**src/hw/rtl/tcpm_pkg.sv**
```systemverilog
// Shared types and constants for the TCP header rule matcher.
package tcpm_pkg;

  // Header layout of a TCP segment.
  localparam int unsigned HDR_BYTES   = 20;
  localparam int unsigned SRC_HI_BYTE = 0;
  localparam int unsigned SRC_LO_BYTE = 1;
  localparam int unsigned DST_HI_BYTE = 2;
  localparam int unsigned DST_LO_BYTE = 3;
  localparam int unsigned DOFF_BYTE   = 12;
  localparam int unsigned FLAG_BYTE   = 13;

  // Byte positions saturate at this value.
  localparam int unsigned POS_MAX = 127;
  localparam int unsigned POS_W   = 7;

  // Option kinds below this value take a single byte.
  localparam int unsigned OPT_SINGLE_LIMIT = 2;

  // Width of the configuration write data (the widest register).
  localparam int unsigned CFG_DATA_W  = 16;
  localparam int unsigned CFG_INDEX_W = 3;

  // Configuration register indexes.
  typedef enum logic [CFG_INDEX_W-1:0] {
    CFG_SRC_PORT_MIN = 3'd0,
    CFG_SRC_PORT_MAX = 3'd1,
    CFG_DST_PORT_MIN = 3'd2,
    CFG_DST_PORT_MAX = 3'd3,
    CFG_FLAG_MASK    = 3'd4,
    CFG_FLAG_COMPARE = 3'd5,
    CFG_OPTION_KIND  = 3'd6,
    CFG_INVERT_BITS  = 3'd7
  } cfg_reg_e;

  // Bit positions inside invert_bits.
  localparam int unsigned INV_SRC  = 0;
  localparam int unsigned INV_DST  = 1;
  localparam int unsigned INV_FLAG = 2;
  localparam int unsigned INV_OPT  = 3;

  // Rule configuration as seen by the parser and the verdict logic.
  typedef struct packed {
    logic [15:0] src_port_min;
    logic [15:0] src_port_max;
    logic [15:0] dst_port_min;
    logic [15:0] dst_port_max;
    logic [7:0]  flag_mask;
    logic [7:0]  flag_compare;
    logic [7:0]  option_kind;
    logic [3:0]  invert_bits;
  } cfg_t;

  // Everything the verdict needs about one finished segment.
  typedef struct packed {
    logic [15:0] src_port;
    logic [15:0] dst_port;
    logic [7:0]  flags;
    logic [3:0]  data_offset;
    logic        option_seen;
    logic [12:0] frag_offset;
    logic [15:0] seg_length;
  } seg_rec_t;

endpackage

```
**src/hw/rtl/tcpm_if.sv**
```systemverilog
// Stream interfaces for segment bytes in and verdicts out.
interface tcpm_seg_if;
  logic        valid;
  logic        ready;
  logic [7:0]  seg_byte;
  logic        first_byte;
  logic        last_byte;
  logic [12:0] frag_offset;
  logic [15:0] seg_length;

  modport source(output valid, output seg_byte, output first_byte, output last_byte,
                 output frag_offset, output seg_length, input ready);
  modport sink(input valid, input seg_byte, input first_byte, input last_byte,
               input frag_offset, input seg_length, output ready);
endinterface

interface tcpm_verdict_if;
  logic valid;
  logic ready;
  logic matched;
  logic hot_drop;

  modport source(output valid, output matched, output hot_drop, input ready);
  modport sink(input valid, input matched, input hot_drop, output ready);
endinterface

```
**src/hw/rtl/tcpm_front.sv**
```systemverilog
// Byte parser: captures header fields, walks options, emits one record per segment.
module tcpm_front
  import tcpm_pkg::*;
(
  input  logic           clk,
  input  logic           rst,
  tcpm_seg_if.sink       seg_in,
  input  logic [7:0]     option_kind,
  input  logic           rec_full,
  output logic           rec_push,
  output seg_rec_t       rec
);

  // Segment state.
  logic [POS_W-1:0] byte_position;
  logic [15:0]      captured_src_port;
  logic [15:0]      captured_dst_port;
  logic [7:0]       captured_flags;
  logic [3:0]       captured_data_offset;
  logic [POS_W-1:0] next_option_position;
  logic             awaiting_option_length;
  logic             option_seen;

  logic [POS_W-1:0] byte_position_next;
  logic [15:0]      captured_src_port_next;
  logic [15:0]      captured_dst_port_next;
  logic [7:0]       captured_flags_next;
  logic [3:0]       captured_data_offset_next;
  logic [POS_W-1:0] next_option_position_next;
  logic             awaiting_option_length_next;
  logic             option_seen_next;

  logic             accept;
  logic [POS_W-1:0] pos;
  logic [POS_W-1:0] hdr_len;
  logic [7:0]       step;
  logic [8:0]       opt_sum;
  logic [POS_W:0]   pos_inc;
  logic [7:0]       b;

  // A byte is taken whenever the record queue has room.
  assign seg_in.ready = !rec_full;
  assign accept       = seg_in.valid && seg_in.ready;
  assign b            = seg_in.seg_byte;

  // Work out the state after this byte; a first byte starts from a clean segment.
  always_comb begin
    if (seg_in.first_byte) begin
      pos                         = '0;
      captured_src_port_next      = '0;
      captured_dst_port_next      = '0;
      captured_flags_next         = '0;
      captured_data_offset_next   = '0;
      next_option_position_next   = POS_W'(HDR_BYTES);
      awaiting_option_length_next = 1'b0;
      option_seen_next            = 1'b0;
    end else begin
      pos                         = byte_position;
      captured_src_port_next      = captured_src_port;
      captured_dst_port_next      = captured_dst_port;
      captured_flags_next         = captured_flags;
      captured_data_offset_next   = captured_data_offset;
      next_option_position_next   = next_option_position;
      awaiting_option_length_next = awaiting_option_length;
      option_seen_next            = option_seen;
    end

    // Header length uses the data offset as it stood before this byte.
    hdr_len = {1'b0, captured_data_offset_next, 2'b00};

    // Field capture by position.
    case (pos)
      POS_W'(SRC_HI_BYTE): captured_src_port_next[15:8] = b;
      POS_W'(SRC_LO_BYTE): captured_src_port_next[7:0]  = b;
      POS_W'(DST_HI_BYTE): captured_dst_port_next[15:8] = b;
      POS_W'(DST_LO_BYTE): captured_dst_port_next[7:0]  = b;
      POS_W'(DOFF_BYTE):   captured_data_offset_next    = b[7:4];
      POS_W'(FLAG_BYTE):   captured_flags_next          = b;
      default: ;
    endcase

    // Option walk past the fixed header. A zero length counts as one.
    step    = (b == 8'd0) ? 8'd1 : b;
    opt_sum = {2'b00, next_option_position_next} + {1'b0, step};
    pos_inc = {1'b0, pos} + {{POS_W{1'b0}}, 1'b1};
    if (pos >= POS_W'(HDR_BYTES)) begin
      if (awaiting_option_length_next) begin
        next_option_position_next   = (opt_sum > 9'(POS_MAX)) ? POS_W'(POS_MAX)
                                                              : opt_sum[POS_W-1:0];
        awaiting_option_length_next = 1'b0;
      end else if (pos == next_option_position_next && pos < hdr_len) begin
        if (b == option_kind) begin
          option_seen_next = 1'b1;
        end
        if (b < 8'(OPT_SINGLE_LIMIT)) begin
          next_option_position_next = (pos_inc > (POS_W+1)'(POS_MAX)) ? POS_W'(POS_MAX)
                                                                     : pos_inc[POS_W-1:0];
        end else begin
          awaiting_option_length_next = 1'b1;
        end
      end
    end

    byte_position_next = (pos_inc > (POS_W+1)'(POS_MAX)) ? POS_W'(POS_MAX)
                                                         : pos_inc[POS_W-1:0];
  end

  // The record for the verdict carries the state after the last byte.
  assign rec_push         = accept && seg_in.last_byte;
  assign rec.src_port     = captured_src_port_next;
  assign rec.dst_port     = captured_dst_port_next;
  assign rec.flags        = captured_flags_next;
  assign rec.data_offset  = captured_data_offset_next;
  assign rec.option_seen  = option_seen_next;
  assign rec.frag_offset  = seg_in.frag_offset;
  assign rec.seg_length   = seg_in.seg_length;

  // Segment state register; cleared after each last byte.
  always_ff @(posedge clk) begin
    if (rst || (accept && seg_in.last_byte)) begin
      byte_position          <= '0;
      captured_src_port      <= '0;
      captured_dst_port      <= '0;
      captured_flags         <= '0;
      captured_data_offset   <= '0;
      next_option_position   <= POS_W'(HDR_BYTES);
      awaiting_option_length <= 1'b0;
      option_seen            <= 1'b0;
    end else if (accept) begin
      byte_position          <= byte_position_next;
      captured_src_port      <= captured_src_port_next;
      captured_dst_port      <= captured_dst_port_next;
      captured_flags         <= captured_flags_next;
      captured_data_offset   <= captured_data_offset_next;
      next_option_position   <= next_option_position_next;
      awaiting_option_length <= awaiting_option_length_next;
      option_seen            <= option_seen_next;
    end
  end

  // A finished segment leaves the parser in its clean starting state.
  a_clear_after_last: assert property (@(posedge clk) disable iff (rst)
    rec_push |=> (byte_position == '0 && next_option_position == POS_W'(HDR_BYTES)
                  && !awaiting_option_length && !option_seen))
    else $error("parser state not cleared after last byte");

  // The option walk never points back into the fixed header.
  a_opt_pos_floor: assert property (@(posedge clk) disable iff (rst)
    next_option_position >= POS_W'(HDR_BYTES))
    else $error("option position fell below header end");

endmodule

```
**src/hw/rtl/tcpm_queue.sv**
```systemverilog
// Small record queue between the byte parser and the verdict stage.
module tcpm_queue
  import tcpm_pkg::*;
#(
  parameter int unsigned DEPTH = 2
) (
  input  logic     clk,
  input  logic     rst,
  input  logic     push,
  input  seg_rec_t push_rec,
  output logic     full,
  input  logic     pop,
  output logic     head_valid,
  output seg_rec_t head_rec
);

  localparam int unsigned PTR_W = (DEPTH > 1) ? $clog2(DEPTH) : 1;
  localparam int unsigned CNT_W = $clog2(DEPTH + 1);

  seg_rec_t         mem [DEPTH];
  logic [PTR_W-1:0] wr_ptr;
  logic [PTR_W-1:0] rd_ptr;
  logic [CNT_W-1:0] count;
  logic             do_push;
  logic             do_pop;

  assign full       = (count == CNT_W'(DEPTH));
  assign head_valid = (count != '0);
  assign head_rec   = mem[rd_ptr];
  assign do_push    = push && !full;
  assign do_pop     = pop && head_valid;

  // Record storage.
  always_ff @(posedge clk) begin
    if (do_push) begin
      mem[wr_ptr] <= push_rec;
    end
  end

  // Pointers and fill count.
  always_ff @(posedge clk) begin
    if (rst) begin
      wr_ptr <= '0;
      rd_ptr <= '0;
      count  <= '0;
    end else begin
      if (do_push) begin
        wr_ptr <= (wr_ptr == PTR_W'(DEPTH - 1)) ? '0 : wr_ptr + PTR_W'(1);
      end
      if (do_pop) begin
        rd_ptr <= (rd_ptr == PTR_W'(DEPTH - 1)) ? '0 : rd_ptr + PTR_W'(1);
      end
      case ({do_push, do_pop})
        2'b10:   count <= count + CNT_W'(1);
        2'b01:   count <= count - CNT_W'(1);
        default: count <= count;
      endcase
    end
  end

  // A push with no pop always grows the fill count by one.
  a_count_grows: assert property (@(posedge clk) disable iff (rst)
    (push && !full && !pop) |=> (count == $past(count) + CNT_W'(1)))
    else $error("queue count did not grow on push");

endmodule

```
**src/hw/rtl/tcpm_back.sv**
```systemverilog
// Verdict stage: applies the rule to a segment record and holds the result.
module tcpm_back
  import tcpm_pkg::*;
(
  input  logic          clk,
  input  logic          rst,
  input  cfg_t          cfg,
  input  logic          rec_valid,
  input  seg_rec_t      rec,
  output logic          rec_pop,
  tcpm_verdict_if.source verdict_out
);

  logic       out_valid;
  logic       matched;
  logic       hot_drop;
  logic       matched_next;
  logic       hot_drop_next;
  logic       src_ok;
  logic       dst_ok;
  logic       flag_ok;
  logic [5:0] hdr_len;

  // Take the next record when the output register is free or being emptied.
  assign rec_pop = rec_valid && (!out_valid || verdict_out.ready);

  // Rule evaluation in the documented order.
  always_comb begin
    src_ok  = ((rec.src_port >= cfg.src_port_min) && (rec.src_port <= cfg.src_port_max))
              ^ cfg.invert_bits[INV_SRC];
    dst_ok  = ((rec.dst_port >= cfg.dst_port_min) && (rec.dst_port <= cfg.dst_port_max))
              ^ cfg.invert_bits[INV_DST];
    flag_ok = ((rec.flags & cfg.flag_mask) == cfg.flag_compare) ^ cfg.invert_bits[INV_FLAG];
    hdr_len = {rec.data_offset, 2'b00};
    matched_next  = 1'b0;
    hot_drop_next = 1'b0;
    if (rec.frag_offset == 13'd1) begin
      hot_drop_next = 1'b1;
    end else if (rec.frag_offset == 13'd0 && rec.seg_length < 16'(HDR_BYTES)) begin
      hot_drop_next = 1'b1;
    end else if (rec.frag_offset == 13'd0) begin
      matched_next = src_ok && dst_ok && flag_ok;
      if (matched_next && cfg.option_kind != 8'd0) begin
        if (hdr_len < 6'(HDR_BYTES) || {10'd0, hdr_len} > rec.seg_length) begin
          hot_drop_next = 1'b1;
          matched_next  = 1'b0;
        end else begin
          matched_next = rec.option_seen ^ cfg.invert_bits[INV_OPT];
        end
      end
    end
  end

  // Output register.
  always_ff @(posedge clk) begin
    if (rst) begin
      out_valid <= 1'b0;
    end else if (rec_pop) begin
      out_valid <= 1'b1;
    end else if (verdict_out.ready) begin
      out_valid <= 1'b0;
    end
  end

  always_ff @(posedge clk) begin
    if (rec_pop) begin
      matched  <= matched_next;
      hot_drop <= hot_drop_next;
    end
  end

  assign verdict_out.valid    = out_valid;
  assign verdict_out.matched  = matched;
  assign verdict_out.hot_drop = hot_drop;

  // A segment is never both matched and dropped.
  a_verdict_exclusive: assert property (@(posedge clk) disable iff (rst)
    out_valid |-> !(matched && hot_drop))
    else $error("verdict both matched and hot drop");

endmodule

```
**src/hw/rtl/tcp_header_rule_match.sv**
```systemverilog
// TCP header rule matcher: top level with configuration registers.
// Segment bytes stream in one per clock, back to back, while the record queue
// has room; the parser updates its state on each accepted byte, so the
// sustained rate is one byte per cycle until the queue fills. On the transfer
// of a last byte a segment record enters a short queue; the verdict stage
// pops it, evaluates the rule on that record and registers the verdict
// (matched, hot_drop) in its output register. The queue lets the byte input
// keep flowing while a verdict waits for its transfer, until the queue fills.
// Configuration registers may be written only while no segment or verdict is
// in flight.
module tcp_header_rule_match
  import tcpm_pkg::*;
#(
  parameter int unsigned QUEUE_DEPTH = 2
) (
  input  logic                   clk,
  input  logic                   rst,
  input  logic                   cfg_we,
  input  logic [CFG_INDEX_W-1:0] cfg_index,
  input  logic [CFG_DATA_W-1:0]  cfg_data,
  tcpm_seg_if.sink               seg_in,
  tcpm_verdict_if.source         verdict_out
);

  cfg_t     cfg;
  seg_rec_t push_rec;
  seg_rec_t head_rec;
  logic     rec_push;
  logic     rec_full;
  logic     rec_pop;
  logic     head_valid;

  // Configuration registers.
  always_ff @(posedge clk) begin
    if (rst) begin
      cfg.src_port_min <= 16'h0000;
      cfg.src_port_max <= 16'hFFFF;
      cfg.dst_port_min <= 16'h0000;
      cfg.dst_port_max <= 16'hFFFF;
      cfg.flag_mask    <= 8'h00;
      cfg.flag_compare <= 8'h00;
      cfg.option_kind  <= 8'h00;
      cfg.invert_bits  <= 4'h0;
    end else if (cfg_we) begin
      case (cfg_reg_e'(cfg_index))
        CFG_SRC_PORT_MIN: cfg.src_port_min <= cfg_data;
        CFG_SRC_PORT_MAX: cfg.src_port_max <= cfg_data;
        CFG_DST_PORT_MIN: cfg.dst_port_min <= cfg_data;
        CFG_DST_PORT_MAX: cfg.dst_port_max <= cfg_data;
        CFG_FLAG_MASK:    cfg.flag_mask    <= cfg_data[7:0];
        CFG_FLAG_COMPARE: cfg.flag_compare <= cfg_data[7:0];
        CFG_OPTION_KIND:  cfg.option_kind  <= cfg_data[7:0];
        CFG_INVERT_BITS:  cfg.invert_bits  <= cfg_data[3:0];
        default: ;
      endcase
    end
  end

  // Byte parser.
  tcpm_front u_front (
    .clk         (clk),
    .rst         (rst),
    .seg_in      (seg_in),
    .option_kind (cfg.option_kind),
    .rec_full    (rec_full),
    .rec_push    (rec_push),
    .rec         (push_rec)
  );

  // Record queue.
  tcpm_queue #(
    .DEPTH (QUEUE_DEPTH)
  ) u_queue (
    .clk        (clk),
    .rst        (rst),
    .push       (rec_push),
    .push_rec   (push_rec),
    .full       (rec_full),
    .pop        (rec_pop),
    .head_valid (head_valid),
    .head_rec   (head_rec)
  );

  // Verdict stage.
  tcpm_back u_back (
    .clk         (clk),
    .rst         (rst),
    .cfg         (cfg),
    .rec_valid   (head_valid),
    .rec         (head_rec),
    .rec_pop     (rec_pop),
    .verdict_out (verdict_out)
  );

endmodule

```
**src/flat_wrapper.sv**
```systemverilog
// flat-port wrapper written by rule: the top's interface ports become plain ports
module tcp_header_rule_match_flat import tcpm_pkg::*;
#(
  parameter int unsigned QUEUE_DEPTH = 2
)
  (clk, rst, cfg_we, cfg_index, cfg_data, seg_in_valid, seg_in_seg_byte, seg_in_first_byte, seg_in_last_byte, seg_in_frag_offset, seg_in_seg_length, seg_in_ready, verdict_out_valid, verdict_out_matched, verdict_out_hot_drop, verdict_out_ready);
  tcpm_seg_if seg_in_i ();
  tcpm_verdict_if verdict_out_i ();
  input  logic clk;
  input  logic rst;
  input  logic cfg_we;
  input  logic [CFG_INDEX_W-1:0] cfg_index;
  input  logic [CFG_DATA_W-1:0] cfg_data;
  input wire logic [$bits(seg_in_i.valid)-1:0] seg_in_valid;
  input wire logic [$bits(seg_in_i.seg_byte)-1:0] seg_in_seg_byte;
  input wire logic [$bits(seg_in_i.first_byte)-1:0] seg_in_first_byte;
  input wire logic [$bits(seg_in_i.last_byte)-1:0] seg_in_last_byte;
  input wire logic [$bits(seg_in_i.frag_offset)-1:0] seg_in_frag_offset;
  input wire logic [$bits(seg_in_i.seg_length)-1:0] seg_in_seg_length;
  output wire logic [$bits(seg_in_i.ready)-1:0] seg_in_ready;
  output wire logic [$bits(verdict_out_i.valid)-1:0] verdict_out_valid;
  output wire logic [$bits(verdict_out_i.matched)-1:0] verdict_out_matched;
  output wire logic [$bits(verdict_out_i.hot_drop)-1:0] verdict_out_hot_drop;
  input wire logic [$bits(verdict_out_i.ready)-1:0] verdict_out_ready;
  assign seg_in_i.valid = seg_in_valid;
  assign seg_in_i.seg_byte = seg_in_seg_byte;
  assign seg_in_i.first_byte = seg_in_first_byte;
  assign seg_in_i.last_byte = seg_in_last_byte;
  assign seg_in_i.frag_offset = seg_in_frag_offset;
  assign seg_in_i.seg_length = seg_in_seg_length;
  assign seg_in_ready = seg_in_i.ready;
  assign verdict_out_valid = verdict_out_i.valid;
  assign verdict_out_matched = verdict_out_i.matched;
  assign verdict_out_hot_drop = verdict_out_i.hot_drop;
  assign verdict_out_i.ready = verdict_out_ready;
  tcp_header_rule_match #(.QUEUE_DEPTH(QUEUE_DEPTH)) u_core (.clk(clk), .rst(rst), .cfg_we(cfg_we), .cfg_index(cfg_index), .cfg_data(cfg_data), .seg_in(seg_in_i), .verdict_out(verdict_out_i));
endmodule
```
**config.mk**
```make
export PLATFORM = sky130hd
export DESIGN_NAME = tcp_header_rule_match_flat
export DESIGN_NICKNAME = d
export VERILOG_FILES = /design/src/hw/rtl/tcpm_pkg.sv /design/src/hw/rtl/tcpm_if.sv /design/src/hw/rtl/tcpm_front.sv /design/src/hw/rtl/tcpm_queue.sv /design/src/hw/rtl/tcpm_back.sv /design/src/hw/rtl/tcp_header_rule_match.sv /design/src/flat_wrapper.sv
export SDC_FILE = /design/constraint.sdc
export NUM_CORES = 1
export LEC_CHECK = 0
export BUFFER_PORTS_ARGS = -buffer_cell sky130_fd_sc_hd__buf_4
export CAP_MARGIN = 20
export CORE_MARGIN = 2
export CORE_UTILIZATION = 52
export CTS_CLUSTER_SIZE = 10
export DETAILED_ROUTE_END_ITERATION = 8
export PLACE_DENSITY = 0.74
export SYNTH_ARGS = -nofsm -noshare
export SYNTH_HDL_FRONTEND = slang
export SYNTH_SLANG_ARGS = --single-unit
export TNS_END_PERCENT = 100
```
**constraint.sdc**
```tcl
create_clock -name clk -period 6.9 [get_ports clk]
set_input_delay 0.69 -clock clk [delete_from_list [all_inputs] [get_ports clk]]
set_output_delay 0.69 -clock clk [all_outputs]
set_load 0.01 [all_outputs]
```
Word level (Yosys, flattened, before mapping)
Memories as Yosys holds them, arrays and structs flattened. A register that Yosys moved wholly into a read port is not among the register bits.
Index checks and enable logic that the tools add are counted.
- bits in registers: 159
- memory bits (writable): 148
- input port bits: 63
- output and inout port bits: 4
- word-level logic and storage cells: 144
- memories kept: 1
- memories (name ; words ; width ; read ports ; clocked after memory_dff ; write ports ; RTL line ; RTL):
    u_core.u_queue.mem ; 2 ; 74 ; 1 ; 1 ; 1 ; tcpm_queue.sv:20 ; seg_rec_t mem [DEPTH];
- $add $sub $neg: 6
- $lt $le $gt $ge: 12
- equality and inequality tests: 19
- mux-type cells: 43
- bitwise operators: 6
- reduce and logical (&&, ||, !) cells: 35
- operators with widths (kind ; count):
    $mux W7 ; 8
    $mux W8 ; 7
    $ge A16 B16 Y1 ; 2
    $le A16 B16 Y1 ; 2
    $mux W16 ; 2
    $mux W1 ; 23
    $eq A8 B8 Y1 ; 2
    $gt A6 B16 Y1 ; 1
    $lt A16 B5 Y1 const B ; 1
    $reduce_and A2 Y1 ; 8
    $eq A7 B2 Y1 const B ; 2
    $eq A7 B4 Y1 const B ; 2
    $eq A13 B1 Y1 const B ; 1
    $logic_not A13 Y1 ; 1
    $eq A3 B3 Y1 const B ; 4
    $logic_and A1 B1 Y1 ; 12
    $add A7 B8 Y9 ; 1
    $gt A9 B7 Y1 const B ; 1
    $add A7 B1 Y8 const B ; 1
    $and A8 B8 Y8 ; 1
    $gt A8 B7 Y1 const B ; 1
    $logic_not A8 Y1 ; 1
    $lt A8 B2 Y1 const B ; 1
    $mux W4 ; 2
    other kinds (23) ; 34

Logic depth before layout (Yosys ltp)
Gate-level depths: netlist of run 1.
- word-level depth: 8
- mapped depth: 14
- mapped depth without buffers: 12

Modules after synthesis
From an unflattened synthesis of run 1, not the netlist that was laid out.
- cell total of the unflattened synthesis: 1439
- area total of the unflattened synthesis: 15341.0 um2
- by module, submodules not included (module ; times used ; cells an instance ; area an instance (um2) ; sequential area each (um2)):
    tcpm_queue ; 1 ; 256 ; 5544.1 ; 4544.4
    tcpm_front ; 1 ; 556 ; 4117.7 ; 1201.2
    tcp_header_rule_match ; 1 ; 340 ; 3624.7 ; 1841.8
    tcpm_back ; 1 ; 287 ; 2054.5 ; 80.1

Least setup slack after synthesis of run 1
Ideal clock, no wire load.
- kind: input to register
- start point: input port seg_in_valid
- end point: memory u_core.u_queue.mem[0][0] (netlist name) (enable)
- library setup time: 0.507 ns
- arrival: 4.510 ns
- data required time: 6.393 ns
- path slack: 1.883 ns
- stages on the path: 5
- buffers on the path: 2
- cells stage by stage: and2_1 clkbuf_1 clkbuf_1 nand2_1 nor2_1
- longest elaborated chain between the ends: 5
- ends and longest elaborated chain (item ; RTL line ; RTL):
    from (decl) ; flat_wrapper.sv:14 ; input wire logic [$bits(seg_in_i.valid)-1:0] seg_in_valid;
    $logic_and A1 B1 Y1 ; tcpm_front.sv:43 ; assign accept = seg_in.valid && seg_in.ready;
    $logic_and A1 B1 Y1 ; tcpm_front.sv:109 ; assign rec_push = accept && seg_in.last_byte;
    $logic_and A1 B1 Y1 ; tcpm_queue.sv:30 ; assign do_push = push && !full;
    $mux W1 ; tcpm_queue.sv:35 ; if (do_push) begin
    $mux W1 (not written as such) ; tcpm_queue.sv:36 ; mem[wr_ptr] <= push_rec;
    to (decl) ; tcpm_queue.sv:20 ;
Every way passes these cells.

==> flow_summary.yaml, run 1 <==
yosys:
  synth_area_mm2: 0.0146
  synth_cell_type_count: 65
  synth_edf_count: 150
  synth_top_cell_by_area: "edfxtp_1"
  netlist_instances: 1453
  synth_seq_area_share_pct: 52.5
  synthFlopType: "dfxtp_1"
  synthTopCellsByCount: "189 x nand2_1, 159 x nor2_1, 158 x dfxtp_1, 150 x edfxtp_1, 99 x a21oi_1"
  synth_top_area_share_pct: 30.8
  synth-seq-cells: 308
  yosys.cell_count.top_type: "nand2_1"
  async_flop_share_pct: 0
  avgSynthCellArea_um2: 10.1
  synthTopCellsByArea: "edfxtp_1 31%, dfxtp_1 22%, ha_1 7.1%"
  yosysWarningCount: 0
  synth_nets: 1600
power:
  internal_power_uw: 3540
  pwr-share-clk_pct: 34.5
  switchingPower_uw: 1420
  p_sw_share_pct: 28.7
  combPwrFrac_pct: 21.6
  seq_power_share_pct: 44.0
  powerDensity_mw_per_mm2: 302
  p_leak_uw: 0.00639
  ir_drop_mv: 0.166
sta:
  tightest_slew_ns: 1.12
  slew_violations: 0
  rsz0062_at_grt: "no"
  finalSetupTns_ns: 0
  setup_viol: 0
  finClkSkew_ns: 0.0111
  slew_headroom_pct: 25.2
  hold_viol_final: 0
  clock.fmax_ghz: 0.250
  min_period_over_period_pct: 58.0
  fin_crit_ns: 4.00
clock_network:
  post_cts.repair.setup_buffers: 0
  cts_repair_resize_count: 0
  clock_latency_ns: 0.51
  clock-sinks: 308
  htree_levels: 2
  clock-root-buffer: "clkbuf_16"
  cts_buffers: 37
  cts_tree: "yes"
  clockBufferDepth: 3
  holdBufCountCts: 0
  cts.clk_slew.worst_paths_ns: 0.05
die:
  die_h_um: 172
  start_util_pct: 52.7
  die_w_um: 172
  rows: 61
  coreArea_mm2: 0.0277
  num_io_pins: 67
  design.die.area_mm2: 0.0295
detailed_routing:
  detail_route.wl_per_cell_um: 17.9
  drt.antenna.violating_nets: 0
  drt_iter0_markers: 963
  dr.pass1.iters: 5
  dr_total_vias: 10700
  avgViaCountPerCell: 5.64
  drcViolationCount: 0
  drt-total-wl_mm: 34.0
hold_path:
  worst_hold_path_type: "input port to flop"
cells_and_area:
  drive_gt1_share_pct: 13.1
  final_area_mm2: 0.0164
  nets: 1637
  multi_input_area_mm2: 0.00638
  area_growth_pct: 12.2
  diodes: 0
  fill_cells: 2303
  regArea_mm2: 0.00767
critical_path:
  worst_ep_required_time_ns: 7.17
  arrival_ns: 4.27
  r2r-end: "u_core.u_back.verdict_out.matched$_SDFFCE_PP0P_"
  critPathCapture: "u_core.u_back.verdict_out.matched$_SDFFCE_PP0P_"
  start_kind: "flop"
  end_kind: "flop"
  crit_type: "flop to flop"
  r2r_slack_ns: 2.90
  reg2reg_depth: 10
  cp_max_fo: 34
place:
  place_area_mm2: 0.0154
  hpwl_mm: 22.5
  place.gp.congestion: 0.876
  port_buffers: 66
grt:
  gr-total-overflow: 0
  grt_pass1_wl_mm: 53.7
  grtUsageMet1_pct: 34.2
  met3_usage_pct: 3.31
  grt_pass1_vias: 10000
  grt_busiest_layer: "met2"
  globalRouteMet2Util_pct: 36.3
  grt_max_degree: 102
  grt_usage_pct: 23.3
  antenna_found_initial: 0
run_status:
  status: "complete, no violations"
job:
  max_cap_viol_count: 0
[cells in the final DEF (no fill, tap or decap), types with 31 or more instances in the layout]
master       n
a21oi_1     99
buf_4       75
clkbuf_16   37
dfxtp_1    157
edfxtp_1   150
ha_1        83
inv_1       72
mux2_2      68
nand2_1    189
nand3b_1    34
nor2_1     157
nor2b_1     39
nor3_1      57
o21ai_0     31
[power by group through the flow]
stage	combinational [µW]	sequential, µW	clock, µW
6_report	1070	2180	1710
5_1_grt	1200	2200	1810
4_1_cts	1070	2180	1740
3_5_place_dp	1060	2220	0
3_3_place_gp	1030	2210	0
2_1_floorplan	795	2180	0
[critical path, cell delays in order, from the launching register on]
cell and delay, ns:
dfxtp_2 0.74, buf_4 0.53, mux2_2 0.42, ha_1 0.29, nor2b_1 0.14, o211ai_1 0.18
a2111oi_0 0.12, or4b_2 0.64, a32o_1 0.22, o22a_1 0.24, and4b_1 0.21
[area by class of cell]
type	instances	area share (%)
Timing Repair Buffer	75	3.43
Clock inverter	4	0.168
Clock buffer	61	6.19
Multi-Input combinational cell	996	38.9
Tap cell	378	2.88
Inverter	72	1.65
Sequential cell	308	46.8
[flip-flops by register name, indices dropped and copies added, names as in the netlist, named ones only]
register                               flops
u_core.u_front.captured_data_offset        4
u_core.u_front.awaiting_option_length      1
u_core.u_back.verdict_out.matched          1
u_core.u_front.captured_dst_port          16
u_core.u_queue.rd_ptr                      1
u_core.u_front.captured_flags              8
u_core.cfg                                92
u_core.u_queue.mem                       148
u_core.u_front.captured_src_port          16
u_core.u_queue.wr_ptr                      1
u_core.u_queue.count                       2
u_core.u_front.next_option_position        7
u_core.u_front.byte_position               7
u_core.u_front.option_seen                 1
u_core.u_back.verdict_out.valid            1
u_core.u_back.verdict_out.hot_drop         1
[metal layers]
layer / share of wire [%] / vias to the layer above / wire, µm
met5: 0 / - / 0
met4: 1.9 / 0 / 635
met3: 5.1 / 51 / 1750
met2: 46 / 286 / 15500
met1: 47 / 5180 / 16100
li1: - / 5163 / -
[cells by family after synthesis]
logic type | count (synthesis) | synth area share, %
multiplexers | 86 | 6.47
flip-flops | 308 | 52.5
buffers and inverters | 149 | 3.96
XOR/XNOR | 34 | 2.04
adder cells (fa/ha/maj) | 84 | 7.24
AO/OA/AOI/OAI | 214 | 9.06
AND/OR/NAND/NOR | 578 | 18.8
[worst min path at each step]
stage / start / endpoint / slack (ns) / depth (start not counted)
after floorplan: u_core.u_front.option_seen$_SDFFE_PP0P_ / u_core.u_front.option_seen$_SDFFE_PP0P_ / 0.44 / 2
after global placement: u_core.cfg[50]$_SDFFE_PP0P_ / u_core.cfg[50]$_SDFFE_PP0P_ / 0.44 / 2
after detailed placement: u_core.cfg[25]$_SDFFE_PP0P_ / u_core.cfg[25]$_SDFFE_PP0P_ / 0.45 / 2
after CTS: seg_in_seg_length[8] / u_core.u_queue.mem[1][8]$_DFFE_PP_ / 0.34 / 1
after global routing: seg_in_frag_offset[6] / u_core.u_queue.mem[1][22]$_DFFE_PP_ / 0.35 / 1
final: seg_in_frag_offset[11] / u_core.u_queue.mem[0][27]$_DFFE_PP_ / 0.36 / 1
[per-stage QoR]
step                      hold WS (ns)  instances  total power (µW)  util, %  setup WS [ns]
final                            0.362       1894              4960     59.2           2.90
after global routing             0.347       1894              5200     59.2           2.68
after CTS                        0.344       1893              4980     59.2           2.88
after detailed placement         0.448       1828              3270     55.4           2.90
after global placement           0.442       1828              3240     55.4           2.95
after floorplan                  0.436       1453              2970        -           1.88
(Power assumes the default switching activity.)
==> run 2: changes to the inputs <==
--- a/config.mk
+++ b/config.mk
@@ -11,7 +11,7 @@
 export CORE_UTILIZATION = 52
 export CTS_CLUSTER_SIZE = 10
 export DETAILED_ROUTE_END_ITERATION = 8
-export PLACE_DENSITY = 0.74
+export PLACE_DENSITY = 0.77
 export SYNTH_ARGS = -nofsm -noshare
 export SYNTH_HDL_FRONTEND = slang
 export SYNTH_SLANG_ARGS = --single-unit
==> constraint.sdc (replaced) <==
create_clock -name clk -period 3.6 [get_ports clk]
set_input_delay 0.36 -clock clk [delete_from_list [all_inputs] [get_ports clk]]
set_output_delay 0.36 -clock clk [all_outputs]
set_load 0.01 [all_outputs]
==> run 2 against run 1 <==
Compared with the run above:
- die area unchanged
- critical path type unchanged
- setup slack worse by 2.7 ns
- largest power group unchanged
- first-iteration DRC count unchanged
==> flow_summary.yaml, run 2 (synthesis results as in run 1) <==
detailed_routing:
  drt.antenna.violating_nets: 0
  detail_route.wl_per_cell_um: 18.4
  avgViaCountPerCell: 5.71
  drcViolationCount: 0
  dr.pass1.iters: 5
  drt_iter0_markers: 963
  drt-total-wl_mm: 35.0
  dr_total_vias: 10900
sta:
  min_period_over_period_pct: 93.1
  clock.fmax_ghz: 0.298
  slew_violations: 0
  slew_headroom_pct: 25.8
  finClkSkew_ns: 0.0177
  hold_viol_final: 0
  rsz0062_at_grt: "no"
  finalSetupTns_ns: 0
  setup_viol: 0
  tightest_slew_ns: 1.11
  fin_crit_ns: 3.35
place:
  place.gp.congestion: 0.901
  hpwl_mm: 23.8
  port_buffers: 66
  post-place-cells: 1837
die:
  die_h_um: 172
  rows: 61
  coreArea_mm2: 0.0277
  num_io_pins: 67
  die_w_um: 172
  design.die.area_mm2: 0.0295
  start_util_pct: 52.7
power:
  powerDensity_mw_per_mm2: 589
  seq_power_share_pct: 42.4
  pwr-share-clk_pct: 35.5
  p_leak_uw: 0.00649
  ir_drop_mv: 0.309
  p_sw_share_pct: 28.2
  combPwrFrac_pct: 22.0
  internal_power_uw: 7030
  switchingPower_uw: 2760
cells_and_area:
  final_common_cell: "nand2_1"
  nets: 1646
  largest_register_ffs: 148
  multi_input_area_mm2: 0.00638
  regArea_mm2: 0.00767
  regMostFlops: "u_core.u_queue.mem"
  fill_cells: 2228
  drive_gt1_share_pct: 13.8
  final_cell_mix: "188 x nand2_1, 157 x nor2_1, 157 x dfxtp_1"
  largestRegisters: "u_core.u_queue.mem x148, u_core.cfg x92"
  diodes: 0
  final_util_pct: 60.0
  area_growth_pct: 13.7
  instances_no_fill: 1904
critical_path:
  start_kind: "flop"
  worst_ep_required_time_ns: 3.86
  r2r-end: "u_core.u_back.verdict_out.hot_drop$_SDFFCE_PP1P_"
  r2r_slack_ns: 0.25
  reg2reg_depth: 9
  end_kind: "flop"
  arrival_ns: 3.61
  crit_type: "flop to flop"
  cp_max_fo: 18
clock_network:
  post_cts.repair.setup_buffers: 0
  cts.clk_slew.worst_paths_ns: 0.06
  clockBufferDepth: 3
  cts_buffers: 37
  htree_levels: 2
  cts_tree: "yes"
  holdBufCountCts: 0
  clock-sinks: 308
  clock_latency_ns: 0.52
  cts_repair_resize_count: 0
  clock-root-buffer: "clkbuf_16"
hold_path:
  worstHoldStart: "seg_in_seg_length[1]"
  whs_path_depth: 1
  min_to: "u_core.u_queue.mem[1][1]$_DFFE_PP_"
  worst_hold_path_type: "input port to flop"
grt:
  antenna_found_initial: 0
  grt_max_degree: 102
  grt_pass1_vias: 10300
  grt_pass1_wl_mm: 55.1
  gr-total-overflow: 0
  grt_usage_pct: 24.0
run_status:
  status: "complete, no violations"
job:
  max_cap_viol_count: 0
-- run 2: cell count changes in the layout (fill, tap and decap cells not counted), sizes merged --
cell | before | now
buf | 75 | 84
bufinv | 0 | 1
clkbuf | 61 | 64
clkinv | 2 | 0
inv | 74 | 73
-- run 2: how the worst max path moves through the flow --
stage / slack (ns) / to / startpoint
final: 0.25 / u_core.u_back.verdict_out.hot_drop$_SDFFCE_PP1P_ / flop
after global routing: 0.13 / u_core.u_back.verdict_out.matched$_SDFFCE_PP0P_ / flop
after CTS: 0.27 / u_core.u_back.verdict_out.matched$_SDFFCE_PP0P_ / flop
after detailed placement: 0.14 / u_core.u_front.next_option_position[3]$_SDFFE_PP0P_ / seg_in_seg_byte[3]
after global placement: 0.22 / u_core.u_front.next_option_position[3]$_SDFFE_PP0P_ / seg_in_seg_byte[3]
after floorplan: 0.004 / u_core.u_back.verdict_out.hot_drop$_SDFFCE_PP1P_ / flop
-- run 2: metrics by stage --
stage               setup WS [ns]  hold WS [ns]  cell area, µm²  total power, µW
floorplan                 0.00397         0.436           14600             5710
finish                      0.248        0.0301           16600             9790
CTS                         0.273        0.0146           16600             9810
global placement            0.220         0.442           15500             6240
detailed placement          0.139         0.447           15500             6340
global route                0.128       0.00773           16600            10200
-- run 2: cell type report --
class                      instances  share of cell area [%]
inverter                          72                    1.63
tap                              378                    2.85
sequential                       308                    46.1
clock buffer                      64                    6.56
multi-input combinational        996                    38.4
clock inverter                     2                   0.233
timing repair buffer              84                    4.17
-- run 2: power by group through the flow --
stage               combinational (µW)  sequential [µW]  clock (µW)
detailed placement                2110             4220           0
CTS                               2140             4160        3520
finish                            2160             4160        3480
global placement                  2030             4210           0
floorplan                         1550             4160           0
global route                      2390             4190        3670
-- run 2: per-layer routing --
metal	vias to the layer above	GRT usage, %	routed length (µm)
met5	-	0	0
met3	68	3.29	2140
li1	5202	-	-
met1	5239	34.1	15800
met2	361	37.9	16200
met4	0	8.29	887
-- run 2: critical path, stage by stage, from the launching register on --
cell,delay (ns)
dfxtp_2,0.62
mux2_2,0.43
ha_1,0.32
a21oi_1,0.16
nand2_1,0.07
a21oi_1,0.18
or4b_2,0.64
a32o_1,0.22
o22a_1,0.24
a31o_2,0.21
